[src/rtl/tcwc_pkg.sv]
// ----------------------------------------------------------------------------
// tcwc_pkg
// Shared widths, reset values, register codes and types for the
// three-color weighted composite core.
// ----------------------------------------------------------------------------
`default_nettype none

package tcwc_pkg;

  localparam int SampleW  = 32;
  localparam int ScaleW   = 32;
  localparam int ColorW   = 24;
  localparam int CompW    = 8;
  localparam int NumComp  = 3;
  localparam int FracW    = 16;
  localparam int WeightW  = FracW + 1;
  localparam int ProdW    = WeightW + CompW;
  localparam int SumW     = ProdW + 1;
  localparam int CfgIdxW  = 3;
  localparam int CfgDataW = 64;

  localparam logic [WeightW-1:0]  WeightOne   = WeightW'(1) << FracW;
  localparam logic [CfgDataW-1:0] PrepReset   = 64'h0001_0000_0000_0000;
  localparam logic [ColorW-1:0]   ColorAReset = 24'hFF0000;
  localparam logic [ColorW-1:0]   ColorBReset = 24'h00FF00;
  localparam logic [ColorW-1:0]   ColorCReset = 24'h0000FF;
  localparam logic [CompW-1:0]    CompMax     = 8'hFF;

  typedef enum logic [CfgIdxW-1:0] {
    REG_PREP_A  = 3'd0,
    REG_PREP_B  = 3'd1,
    REG_PREP_C  = 3'd2,
    REG_COLOR_A = 3'd3,
    REG_COLOR_B = 3'd4,
    REG_COLOR_C = 3'd5
  } cfg_reg_e;

  // stage enables shared by the lanes and the merge stage
  typedef struct packed {
    logic s1;
    logic s2;
    logic s3;
    logic s4;
  } stage_en_t;

  // index 2 red, 1 green, 0 blue
  typedef logic [NumComp-1:0][ProdW-1:0] comp_prod_t;

endpackage

`default_nettype wire

[src/rtl/tcwc_merge.sv]
// ----------------------------------------------------------------------------
// tcwc_merge
// Sums the three lanes per component, drops the fraction, clamps to 255
// and forces zero colors on a no-data pixel. Output register stage.
// ----------------------------------------------------------------------------
`default_nettype none

module tcwc_merge (
  input  wire logic                          clk_i,
  input  wire tcwc_pkg::stage_en_t           en_i,
  input  wire tcwc_pkg::comp_prod_t          prod_a_i,
  input  wire tcwc_pkg::comp_prod_t          prod_b_i,
  input  wire tcwc_pkg::comp_prod_t          prod_c_i,
  input  wire logic                          missing_i,
  output      logic [tcwc_pkg::CompW-1:0]    red_o,
  output      logic [tcwc_pkg::CompW-1:0]    green_o,
  output      logic [tcwc_pkg::CompW-1:0]    blue_o,
  output      logic                          no_value_o
);

  logic [tcwc_pkg::NumComp-1:0][tcwc_pkg::SumW-1:0]  sum;
  logic [tcwc_pkg::NumComp-1:0][tcwc_pkg::CompW-1:0] comp_d, comp_q;
  logic                                              missing_q;

  always_comb begin
    for (int k = 0; k < tcwc_pkg::NumComp; k++) begin
      sum[k] = tcwc_pkg::SumW'(prod_a_i[k]) + tcwc_pkg::SumW'(prod_b_i[k])
             + tcwc_pkg::SumW'(prod_c_i[k]);
      if (missing_i) begin
        comp_d[k] = '0;
      end else if (|sum[k][tcwc_pkg::SumW-1:tcwc_pkg::FracW+tcwc_pkg::CompW]) begin
        comp_d[k] = tcwc_pkg::CompMax;
      end else begin
        comp_d[k] = sum[k][tcwc_pkg::FracW +: tcwc_pkg::CompW];
      end
    end
  end

  always_ff @(posedge clk_i) begin
    if (en_i.s4) begin
      comp_q    <= comp_d;
      missing_q <= missing_i;
    end
  end

  assign red_o      = comp_q[2];
  assign green_o    = comp_q[1];
  assign blue_o     = comp_q[0];
  assign no_value_o = missing_q;

endmodule

`default_nettype wire
[config.mk]
export PLATFORM = sky130hd
export DESIGN_NAME = tcwc_merge
export DESIGN_NICKNAME = d
export VERILOG_FILES = /design/src/rtl/tcwc_pkg.sv /design/src/rtl/tcwc_merge.sv
export SDC_FILE = /design/constraint.sdc
export NUM_CORES = 1
export LEC_CHECK = 0
export BUFFER_PORTS_ARGS = -buffer_cell sky130_fd_sc_hd__buf_2
export CAP_MARGIN = 20
export CELL_PAD_IN_SITES_DETAIL_PLACEMENT = 1
export CELL_PAD_IN_SITES_GLOBAL_PLACEMENT = 2
export CORE_ASPECT_RATIO = 0.9
export CORE_MARGIN = 2
export CORE_UTILIZATION = 27
export DETAILED_ROUTE_END_ITERATION = 16
export HOLD_SLACK_MARGIN = 0.02
export PLACE_DENSITY = 0.89
export SLEW_MARGIN = 20
export SYNTH_ARGS = -nofsm -noshare
export SYNTH_HDL_FRONTEND = slang
export SYNTH_SLANG_ARGS = --single-unit
[constraint.sdc]
create_clock -name clk_i -period 4 [get_ports clk_i]
set_input_delay 0.6 -clock clk_i [delete_from_list [all_inputs] [get_ports clk_i]]
set_output_delay 0.6 -clock clk_i [all_outputs]
set_load 0.1 [all_outputs]
# Yosys cells after proc, flatten, opt, wreduce, memory -nomap -nowiden
# Cells that the tools add are included.
dict set report totals {
  register_bits 25
  input_bits 231
  out_inout_bits 25
  word_cells 16
}
dict set report op_classes {
  addsub 6
  mux 3
  n_reduce_logical 3
}
# operator n
set op_table {}
lappend op_table {{adder 25 x 25 -> 26 bit} 3}
lappend op_table {{adder 26 x 25 -> 26 bit} 3}
lappend op_table {{two-way mux 8 bit} 3}
lappend op_table {{OR reduction 2 bit} 3}

# Logic depth before layout (Yosys ltp)
dict set report logic_depth {
  ltp_word 4
  depth_mapped 12
}

# Worst setup path after synthesis
# No wires, ideal clock.
dict set report synth_timing {
  kind {input -> register}
  startpoint {in prod_a_i[30] (netlist name)}
  endpoint {reg comp_q, in the netlist green_o[0] (data pin)}
  setup_ps 270
  arrival_time_ps 3189
  setup_slack_ps 541
  stages 12
  path_buffers 0
  path_cell_list {inv_1 > fa_1 > inv_1 > ha_1 > a21o_1 > a2111o_1 > o211ai_2 > a31oi_2 > a211o_1 > a2111o_1 > o21ai_2 > a21oi_1}
}
dict set report synth_between {
  elab_chain_cells 4
}
# element line
set synth_lines {}
lappend synth_lines {{start, declared} tcwc_merge.sv:11} ;# input wire tcwc_pkg::comp_prod_t prod_a_i,
lappend synth_lines {{adder 25 x 25 -> 26 bit *} tcwc_merge.sv:27} ;# sum[k] = tcwc_pkg::SumW'(prod_a_i[k]) + tcwc_pkg::SumW'(prod_b_i[k])
lappend synth_lines {{adder 26 x 25 -> 26 bit *} tcwc_merge.sv:28} ;# + tcwc_pkg::SumW'(prod_c_i[k]);
lappend synth_lines {{OR reduction 2 bit} tcwc_merge.sv:31} ;# end else if (|sum[k][tcwc_pkg::SumW-1:tcwc_pkg::FracW+tcwc_pkg::CompW]) begin
lappend synth_lines {{two-way mux 8 bit *} tcwc_merge.sv:31}
lappend synth_lines {{end signal, assigned} tcwc_merge.sv:41} ;# comp_q <= comp_d;
lappend synth_lines {{end, declared} tcwc_merge.sv:22} ;# logic [tcwc_pkg::NumComp-1:0][tcwc_pkg::CompW-1:0] comp_d, comp_q;
# Mark *: on every way between the ends. The rest lies on a longest branch, timed or not.
# A chain may end at the register's enable or synchronous reset.

# Final worst setup path
dict set report layout_timing {
  startpoint {in prod_a_i[30] (netlist name)}
  endpoint {reg comp_q, in the netlist green_o[3] (data pin)}
}
# The elaborated chain is that of the path after synthesis.

==> results.yml <==
status:
  outcome: "finished clean"
timing:
  max_freq_mhz: 278.4
  finalHoldViolations: 0
  fin_crit_sh: 0.8979
  drv_slew: 0
  setup_viol: 0
  rsz0062_at_grt: "no"
  max_slew_margin: 0.5475
  min_period_ns: 3.592
  worst_slew_pin_slew_ns: 0.6787
  tns_ns: 0
hold_path:
  hold_start: "missing_i"
  hold_class: "in2reg"
die:
  dieWidth_um: 149.0
  ios: 256
  design.core.area_mm2: 0.01847
  start_util: 0.2766
  die-area_mm2: 0.02003
  num_rows: 47
  die_height_um: 134.5
global_route:
  grt_pass1_vias: 5259
  grt_max_degree: 26
  grt.total_usage: 0.1526
  antenna_found_initial: 1
  grt_pass1_wl_um: 25110
  grt_overflow: 0
synth:
  synthesis.area_mm2: 0.005107
  synth_area_leader_cell: "fa_1"
  seq_area_frac_synth: 0.1470
  post_synth_num_cell_types: 49
  synth.avg_cell_area_um2: 9.547
  ys_warn_count: 0
  synth_edf_count: 25
  netlist_instances: 535
  ys_seq_elements: 25
  synth-async-reset-ratio: 0
  synth.top_cell.area_share: 0.2822
  synth.area.top_cells: "fa_1 28%, ha_1 18%, edfxtp_1 15%, inv_1 7.9%, a21oi_1 4.9%"
  syn_nets: 910
  synthFlopType: "edfxtp_1"
setup_path:
  cp-end-kind: "register"
  worstPathArrival_ns: 3.58
  startpoint_type: "input port"
  crit_start: "prod_a_i[30]"
  path_class: "in2reg"
  cp.required_ns: 3.99
  critPathMaxFanout: 8
final_layout:
  final_area_mm2: 0.006755
  layout_common_cells: "252 x buf_2, 108 x inv_1, 72 x fa_1, 72 x ha_1, 50 x a21oi_1"
  areaGrowthSynthToFinish_pct: 32.26
  drive_above_1_share: 0.3329
  antenna_cells: 0
  final_common_cell: "buf_2"
  nFillCells: 2271
  multi_input_area_mm2: 0.003944
  nets: 1166
  seq_area_um2: 750.7
detailed_routing:
  routed-via-count: 4778
  finalWirelength_um: 15160
  drc_errors: 0
  wl_per_cell_um: 14.65
  drt_iter0_markers: 78
  antenna_left: 0
  via_per_inst: 4.616
  firstDrtPassIters: 6
job:
  max_cap_viol_count: 0
place:
  port_buffers: 252
  hpwl_um: 13720
  place.gp.congestion: 0.7829
  post_dp_cell_area_mm2: 0.006675
clock_tree:
  cts_tree: "yes"
  holdBufCountCts: 0
  htreeDepth: 1
  numCtsBuffers: 3
  path_clk_slew_ns: 0.08
  cts_sinks: 25
  clockBufferDepth: 2
  cts_root_buf: "clkbuf_16"
  cts_resized: 0
  postCtsSetupBuffers: 0
power:
  power_leakage_nw: 3.579
  power.density_mw_per_mm2: 300.5
  peakVddDrop_mv: 0.1778
## final cells by class
class	instances	area share
Multi-Input combinational cell	400	0.5838
Timing Repair Buffer	253	0.1878
Sequential cell	25	0.1111
Inverter	108	0.06001
Tap cell	245	0.04538
Clock buffer	3	0.01111
Clock inverter	1	0.0007409
## synth_stat cells, types with 6 or more instances
master / count
a211oi_1: 6
fa_1: 72
a21o_1: 18
inv_1: 108
nand2_1: 23
o21a_1: 9
ha_1: 72
edfxtp_1: 25
nand3_1: 12
a21oi_1: 50
xnor2_1: 9
xor2_1: 8
o21ai_0: 16
nor2_1: 20
nor3_1: 10
## sequential cells by signal (all words and copies together) (netlist names)
name and flops:
red_o 8, green_o 8, no_value_o 1, blue_o 8
## metrics by stage
step / worst slack, ns / power, mW / util / hold slack, ns / instances
6_report: 0.4083 / 2.030 / 0.3658 / 0.8587 / 1035
5_1_grt: 0.2580 / 2.241 / 0.3658 / 0.8932 / 1035
4_1_cts: 0.3906 / 2.067 / 0.3658 / 0.8734 / 1035
3_5_place_dp: 0.1133 / 1.806 / 0.3615 / 1.156 / 1031
3_3_place_gp: 0.1918 / 1.781 / 0.3615 / 1.156 / 1031
2_1_floorplan: 0.5406 / 1.394 / - / 0.6989 / 535
## worst max-delay path: stages
cell and delay [ns]:
buf_2 0.09, inv_1 0.05, fa_1 0.55, inv_1 0.05, ha_1 0.19, a21o_1 0.19
a2111o_1 0.41, o211ai_2 0.19, a31oi_2 0.16, a211o_1 0.35, a2111o_1 0.45, o21ai_2 0.17
a21oi_1 0.13
## final timing paths
kind | endpoint | cells past startpoint
setup / recovery | green_o[3] | 13
hold / removal | no_value_o | 1
## logic make-up (layout without fill, tap and decap cells)
| family | count (synthesis) | after routing | share of synthesized area |
|---|---|---|---|
| DFF | 25 | 25 | 0.1470 |
| buffers and inverters | 110 | 365 | 0.08084 |
| AOI/OAI and AO/OA | 144 | 144 | 0.1894 |
| xor gates and xnor gates | 17 | 17 | 0.02915 |
| adders and majority gates | 144 | 144 | 0.4586 |
| and+or+nand+nor | 93 | 93 | 0.09113 |
| muxes | 2 | 2 | 0.003920 |
## per-layer routing
layer,up-vias,global-route usage,routed length [um]
li1,2372,-,-
met1,2243,0.1949,6585
met2,150,0.2750,7343
met3,11,0.03277,1138
met4,2,0.01376,82
met5,-,0,13
## power by group
part	internal, mW	switching (mW)
sequential	0.338	0.0100
combinational	0.545	0.894
clock	0.135	0.108
Note: power is estimated with default switching activity, not from simulation.
