File: config.mk
export PLATFORM = sky130hd
export DESIGN_NAME = tcwc_lane
export DESIGN_NICKNAME = d
export VERILOG_FILES = /design/src/rtl/tcwc_pkg.sv /design/src/rtl/tcwc_lane.sv
export SDC_FILE = /design/constraint.sdc
export NUM_CORES = 2
export LEC_CHECK = 0
export BUFFER_PORTS_ARGS = -buffer_cell sky130_fd_sc_hd__buf_2
export CAP_MARGIN = 30
export CORE_MARGIN = 5
export CORE_UTILIZATION = 46
export CTS_CLUSTER_DIAMETER = 60
export DETAILED_ROUTE_END_ITERATION = 6
export PLACE_DENSITY_LB_ADDON = 0.25
export SYNTH_ARGS = -nofsm -noshare
export SYNTH_HDL_FRONTEND = slang
export SYNTH_SLANG_ARGS = --single-unit
File: constraint.sdc
create_clock -name clk_i -period 11.63 [get_ports clk_i]
set_input_delay 2.9075 -clock clk_i [delete_from_list [all_inputs] [get_ports clk_i]]
set_output_delay 2.9075 -clock clk_i [all_outputs]
set_load 0.05 [all_outputs]
File: src/rtl/tcwc_pkg.sv
// ----------------------------------------------------------------------------
// tcwc_pkg
// Shared widths, reset values, register codes and types for the
// three-color weighted composite core.
// ----------------------------------------------------------------------------
`default_nettype none

package tcwc_pkg;

  localparam int SampleW  = 32;
  localparam int ScaleW   = 32;
  localparam int ColorW   = 24;
  localparam int CompW    = 8;
  localparam int NumComp  = 3;
  localparam int FracW    = 16;
  localparam int WeightW  = FracW + 1;
  localparam int ProdW    = WeightW + CompW;
  localparam int SumW     = ProdW + 1;
  localparam int CfgIdxW  = 3;
  localparam int CfgDataW = 64;

  localparam logic [WeightW-1:0]  WeightOne   = WeightW'(1) << FracW;
  localparam logic [CfgDataW-1:0] PrepReset   = 64'h0001_0000_0000_0000;
  localparam logic [ColorW-1:0]   ColorAReset = 24'hFF0000;
  localparam logic [ColorW-1:0]   ColorBReset = 24'h00FF00;
  localparam logic [ColorW-1:0]   ColorCReset = 24'h0000FF;
  localparam logic [CompW-1:0]    CompMax     = 8'hFF;

  typedef enum logic [CfgIdxW-1:0] {
    REG_PREP_A  = 3'd0,
    REG_PREP_B  = 3'd1,
    REG_PREP_C  = 3'd2,
    REG_COLOR_A = 3'd3,
    REG_COLOR_B = 3'd4,
    REG_COLOR_C = 3'd5
  } cfg_reg_e;

  // stage enables shared by the lanes and the merge stage
  typedef struct packed {
    logic s1;
    logic s2;
    logic s3;
    logic s4;
  } stage_en_t;

  // index 2 red, 1 green, 0 blue
  typedef logic [NumComp-1:0][ProdW-1:0] comp_prod_t;

endpackage

`default_nettype wire

File: src/rtl/tcwc_lane.sv
// ----------------------------------------------------------------------------
// tcwc_lane
// One channel: offset subtract, Q16.16 scale with clamp to 0..1.0, then the
// weight times each 8-bit color component. Three registered stages.
// ----------------------------------------------------------------------------
`default_nettype none

module tcwc_lane (
  input  wire logic                                 clk_i,
  input  wire tcwc_pkg::stage_en_t                  en_i,
  input  wire logic signed [tcwc_pkg::SampleW-1:0]  sample_i,
  input  wire logic [tcwc_pkg::CfgDataW-1:0]        prep_i,
  input  wire logic [tcwc_pkg::ColorW-1:0]          color_i,
  output      tcwc_pkg::comp_prod_t                 prod_o
);

  logic signed [tcwc_pkg::SampleW:0]        diff;
  logic                                     pos_d, pos_q;
  logic [tcwc_pkg::SampleW-1:0]             mag_q;
  logic [tcwc_pkg::SampleW+tcwc_pkg::ScaleW-1:0] scaled;
  logic [tcwc_pkg::WeightW-1:0]             weight_d, weight_q;
  tcwc_pkg::comp_prod_t                     prod_d, prod_q;

  assign diff  = {sample_i[tcwc_pkg::SampleW-1], sample_i}
               - {prep_i[tcwc_pkg::SampleW-1], prep_i[tcwc_pkg::SampleW-1:0]};
  assign pos_d = !diff[tcwc_pkg::SampleW] && (diff != '0);

  always_ff @(posedge clk_i) begin
    if (en_i.s1) begin
      pos_q <= pos_d;
      mag_q <= diff[tcwc_pkg::SampleW-1:0];
    end
  end

  assign scaled = {{tcwc_pkg::ScaleW{1'b0}}, mag_q}
                * {{tcwc_pkg::SampleW{1'b0}},
                   prep_i[tcwc_pkg::CfgDataW-1 -: tcwc_pkg::ScaleW]};

  always_comb begin
    if (!pos_q) begin
      weight_d = '0;
    end else if (|scaled[$bits(scaled)-1:tcwc_pkg::FracW]) begin
      weight_d = tcwc_pkg::WeightOne;
    end else begin
      weight_d = {1'b0, scaled[tcwc_pkg::FracW-1:0]};
    end
  end

  always_ff @(posedge clk_i) begin
    if (en_i.s2) begin
      weight_q <= weight_d;
    end
  end

  always_comb begin
    for (int k = 0; k < tcwc_pkg::NumComp; k++) begin
      prod_d[k] = tcwc_pkg::ProdW'(weight_q)
                * tcwc_pkg::ProdW'(color_i[k*tcwc_pkg::CompW +: tcwc_pkg::CompW]);
    end
  end

  always_ff @(posedge clk_i) begin
    if (en_i.s3) begin
      prod_q <= prod_d;
    end
  end

  assign prod_o = prod_q;

endmodule

`default_nettype wire

* After elaboration in Yosys (flattened, before gate mapping)
Index checks and enable logic that the tools add are counted.
Cells by class: add/subtract/negate cells 1, $mul 4, multiplexer cells 1, bitwise operators 1, reductions and logical operators 5
Operators by type and width (count):
- multiplier 17 x 8 -> 25 bit | 3
- multiplier 32 x 32 -> 64 bit | 1
- OR reduction 49 bit | 1
- OR reduction 48 bit | 1
- nonzero test 33 bit | 1
- subtractor 32 x 32 -> 33 bit | 1
- two-way mux 17 bit | 1
- logical AND 1 bit | 1
- logical NOT 1 bit | 1
- NOT 1 bit | 1
Word-level totals: register bits after elaboration 125, bits of input ports 125, output and inout port bits 75, word-level logic and storage cells 19

* Logic depth before layout (Yosys ltp)
depth in word-level cells 3, gate-level depth with buffers 31, gate-level depth less buffers 28

* Worst setup path before layout
Ideal clock, no wire load.
path type input port to flip-flop, start input port prep_i[37] in the netlist's numbering, end register weight_q[9] in the netlist's numbering (data pin), setup time 0.135 ns, arrival 10.249 ns, required time 11.495 ns, path slack 1.246 ns, stages 27, path buffers 2, cells stage by stage clkbuf_1 > nand2_1 > fa_1 > fa_1 > fa_1 > fa_1 > fa_1 > inv_1 > fa_1 > inv_1 > fa_1 > fa_1 > inv_1 > ha_1 > nand4_2 > a211o_1 > o22ai_2 > nor3_2 > o31ai_4 > a31oi_2 > o2bb2ai_2 > nor3b_1 > or4_4 > nor3b_4 > nand4_4 > buf_6 > nor2_4
On the way: word-level cells in the longest chain between the ends 2
Ends and longest elaborated chain:
- start, declared | line tcwc_lane.sv:12 | input wire logic [tcwc_pkg::CfgDataW-1:0] prep_i,
- multiplier 32 x 32 -> 64 bit (*) | line tcwc_lane.sv:36 | * {{tcwc_pkg::SampleW{1'b0}},
- OR reduction 49 bit (no source line)
- end signal, assigned | line tcwc_lane.sv:51 | weight_q <= weight_d;
- end, declared | line tcwc_lane.sv:21 | logic [tcwc_pkg::WeightW-1:0] weight_d, weight_q;
Mark *: on every way between the ends. The rest lies on a longest branch, timed or not. A chain may end at the register's enable or synchronous reset.

* Worst setup path after layout
start input port prep_i[41] in the netlist's numbering, end register weight_q[0] in the netlist's numbering (data pin)
On the way: word-level cells in the longest chain between the ends 2
Ends and longest elaborated chain (line):
- multiplier 32 x 32 -> 64 bit | tcwc_lane.sv:36
- OR reduction 49 bit (no source line)
No other way between the ends.

==> results.md <==
- Router iterations before antenna repair: 7
- Ports: 200
- ANT nets after route: 0
- Rel. slew slack: 31.9%
- EDFF count, synth: 125
- Max Cap Violations: 0
- Clock Sinks: 125
- Status: complete, but fails checks
- Input/output buffers: 198
- Initial DRC Count: 2,400
- Via density: 5.41
- H-Tree Depth: 4
- Worst-skew pair later-pin latency: 0.46 ns
- Syn_nets: 6,999
- Sequential Area: 3750 um^2
- Post-CTS resize count: 0
- Final wirelength: 130,000 um
- Main flop type after synthesis: edfxtp_1
- Top cell type by total area after synthesis: fa_1
- FF-to-FF setup slack: 2.46 ns
- Failing checks: design-rule violations
- Design area: 53,000 um^2
- Post-synthesis register bit count: 125
- Post-CTS setup buffers: 0
- Post-Place Cells: 6,707
- Core area: 107,000 um^2
- Distinct cells, synth: 86
- Most used cell, CP: fa_1
- Reg2reg end: weight_q[0]
- Arr. time, crit path: 11.30 ns
- Share of layout cells above drive strength 1: 7.38%
- Layout Nets: 7,046
- Asr flop ratio synth: 0%
- Vias: 36.5k
- Crit path largest cell delay: 0.60 ns
- Skew final: 0.0114 ns
- RR Startpoint: mag_q[9]
- Setup TNS: 0 ns
- Non-Filler Instances: 6,746
- Root Driver: clkbuf_16
- Number of global-route vias before repair: 39.9k
- Initial Util: 46.4%
- Slack of the critical path: 0.648 ns
- Setup WS pre-CTS: 0.201 ns
- Pins Over Slew Limit: 0
- DRC errors left: 3
- FILL cells: 10.1k
- Worst hold path type: register to register
- Width of the die: 339 um
- Startpoint type of the worst setup path: input port
- Slew @ Worst Pin: 1.02 ns
- Finish-stage setup viols: 0
- Syn Inst Count: 5,277
- Slowest-stage cell, CP: fa_1
- Worst Path Required: 11.94 ns
- Crit Path Max Fanout: 27
- Total global-route track usage: 23.4%
- CTS tree: yes
- Hold Path Cell Cnt: 2
- GP Congestion: 0.938
- Peak Freq: 91.1 MHz
- Post-synth top area share: 47.0%
- Cell Rows: 120
- Cell Area, Synth: 49,700 um^2
- Crit path kind: input port to register
- Final worst path period share: 94.4%
- Mean Syn Cell Area: 9.43 um^2
- Clock transition at path regs: 0.07 ns
- Reg2reg path depth: 26
- Final worst path period need: 10.98 ns
- Worst Setup End Kind: register
- Final Hold Vio Count: 0
- Top area cells in the synthesized netlist: fa_1, ha_1, edfxtp_1, nand2_1, and2_1
- Initial antenna violation count: 13
- Average wire per standard cell: 19.3 um
- Area Overhead vs Synth: 6.50%
- CP endpoint: weight_q[0]
- DP Area: 52,400 um^2
- DIE AREA: 115,000 um^2
- Die Height: 339 um
- Sequential area share after synthesis: 7.55%
- Longest Clk Path Bufs: 2
- Hpwl dp: 105,000 um
- Multi-input combinational cell area: 41,700 um^2
- Largest net degree at the start of global routing: 76
- RSZ-0062 raised after global routing: false
- Hold buffer count at cts: 0
- First-pass GRT wire length: 216,000 um
- GRT Residual Overflow: 0
- Critical Path Source: prep_i[41]
- Clock buffer count from CTS: 17
- YS warnings: 0
[stage by stage]
stage | hold WS [ns] | utilization (%)
global placement | 0.822 | 48.8
floorplan | 0.641 | -
global route | 0.868 | 49.4
CTS | 0.837 | 49.4
finish | 0.834 | 49.4
detailed placement | 0.820 | 48.8
[Yosys cell counts (all sizes together) (40+ instances only)]
cell and instances:
a21o 48, a21oi 128, and2 558, clkbuf 273, edfxtp 125, fa 1167, ha 430, inv 835
nand2 981, nor2 119, o21ai 88, xnor2 70, xor2 40
[worst max-delay path: cells and delay by family]
family,cells,cell delay (ns)
XOR/XNOR,1,0.18
buffers and inverters,5,1.15
AND/OR/NAND/NOR,7,1.23
AO/OA/AOI/OAI,5,1.48
adder cells (fa/ha/maj),9,4.32
[registers in the layout (all words and copies together) (netlist names)]
signal and flops:
pos_q 1, weight_q 17, mag_q 32, prod_o 75
[final cells by class]
cell class                      count  area share (%)
Antenna cell                        6          0.0283
Clock buffer                       17           0.803
Clock inverter                     15           0.291
Inverter                          835            5.92
Multi-Input combinational cell   4028            78.8
Sequential cell                   125            7.09
Tap cell                         1403            3.31
Timing Repair Buffer              317            3.76
[cell usage in the layout, fill, tap and decap left out, types with 23 or more instances in the layout]
cell,count
fa_1,1167
nand2_1,981
inv_1,835
and2_1,558
ha_1,430
buf_2,197
a21oi_1,126
edfxtp_1,125
buf_4,113
nor2_1,109
o21ai_0,82
xnor2_1,70
a21o_1,48
xor2_1,40
o21a_1,36
nor3_1,34
nand3_1,30
a31oi_1,23
[cells by family (layout without fill, tap and decap cells)]
family	after synthesis	after routing	synth area share, %
AND/OR/NAND/NOR	1862	1862	18.1
adder cells (fa/ha/maj)	1597	1597	57.8
buffers and inverters	1124	1184	8.53
AO/OA/AOI/OAI	445	445	5.84
flip-flops	125	125	7.55
XOR/XNOR	110	110	1.94
multiplexers	14	14	0.289
other	0	6	0
[how the worst min path moves through the flow]
stage | startpoint | endpoint | slack [ns]
after global placement | pos_q | weight_q[16] | 0.82
after CTS | pos_q | weight_q[16] | 0.84
after floorplan | pos_q | weight_q[16] | 0.64
after detailed placement | pos_q | weight_q[16] | 0.82
final | pos_q | weight_q[16] | 0.83
after global routing | pos_q | weight_q[16] | 0.87
[metal layers]
metal | GRT usage [%] | wire length, um
met1 | 31.5 | 54400
met2 | 39.6 | 63200
met3 | 3.34 | 8530
met4 | 7.19 | 4100
met5 | 0 | 13
Power is left out: the tool's default activity adds up to more than one toggle a clock period on the data nets, which glitch-free logic cannot reach.
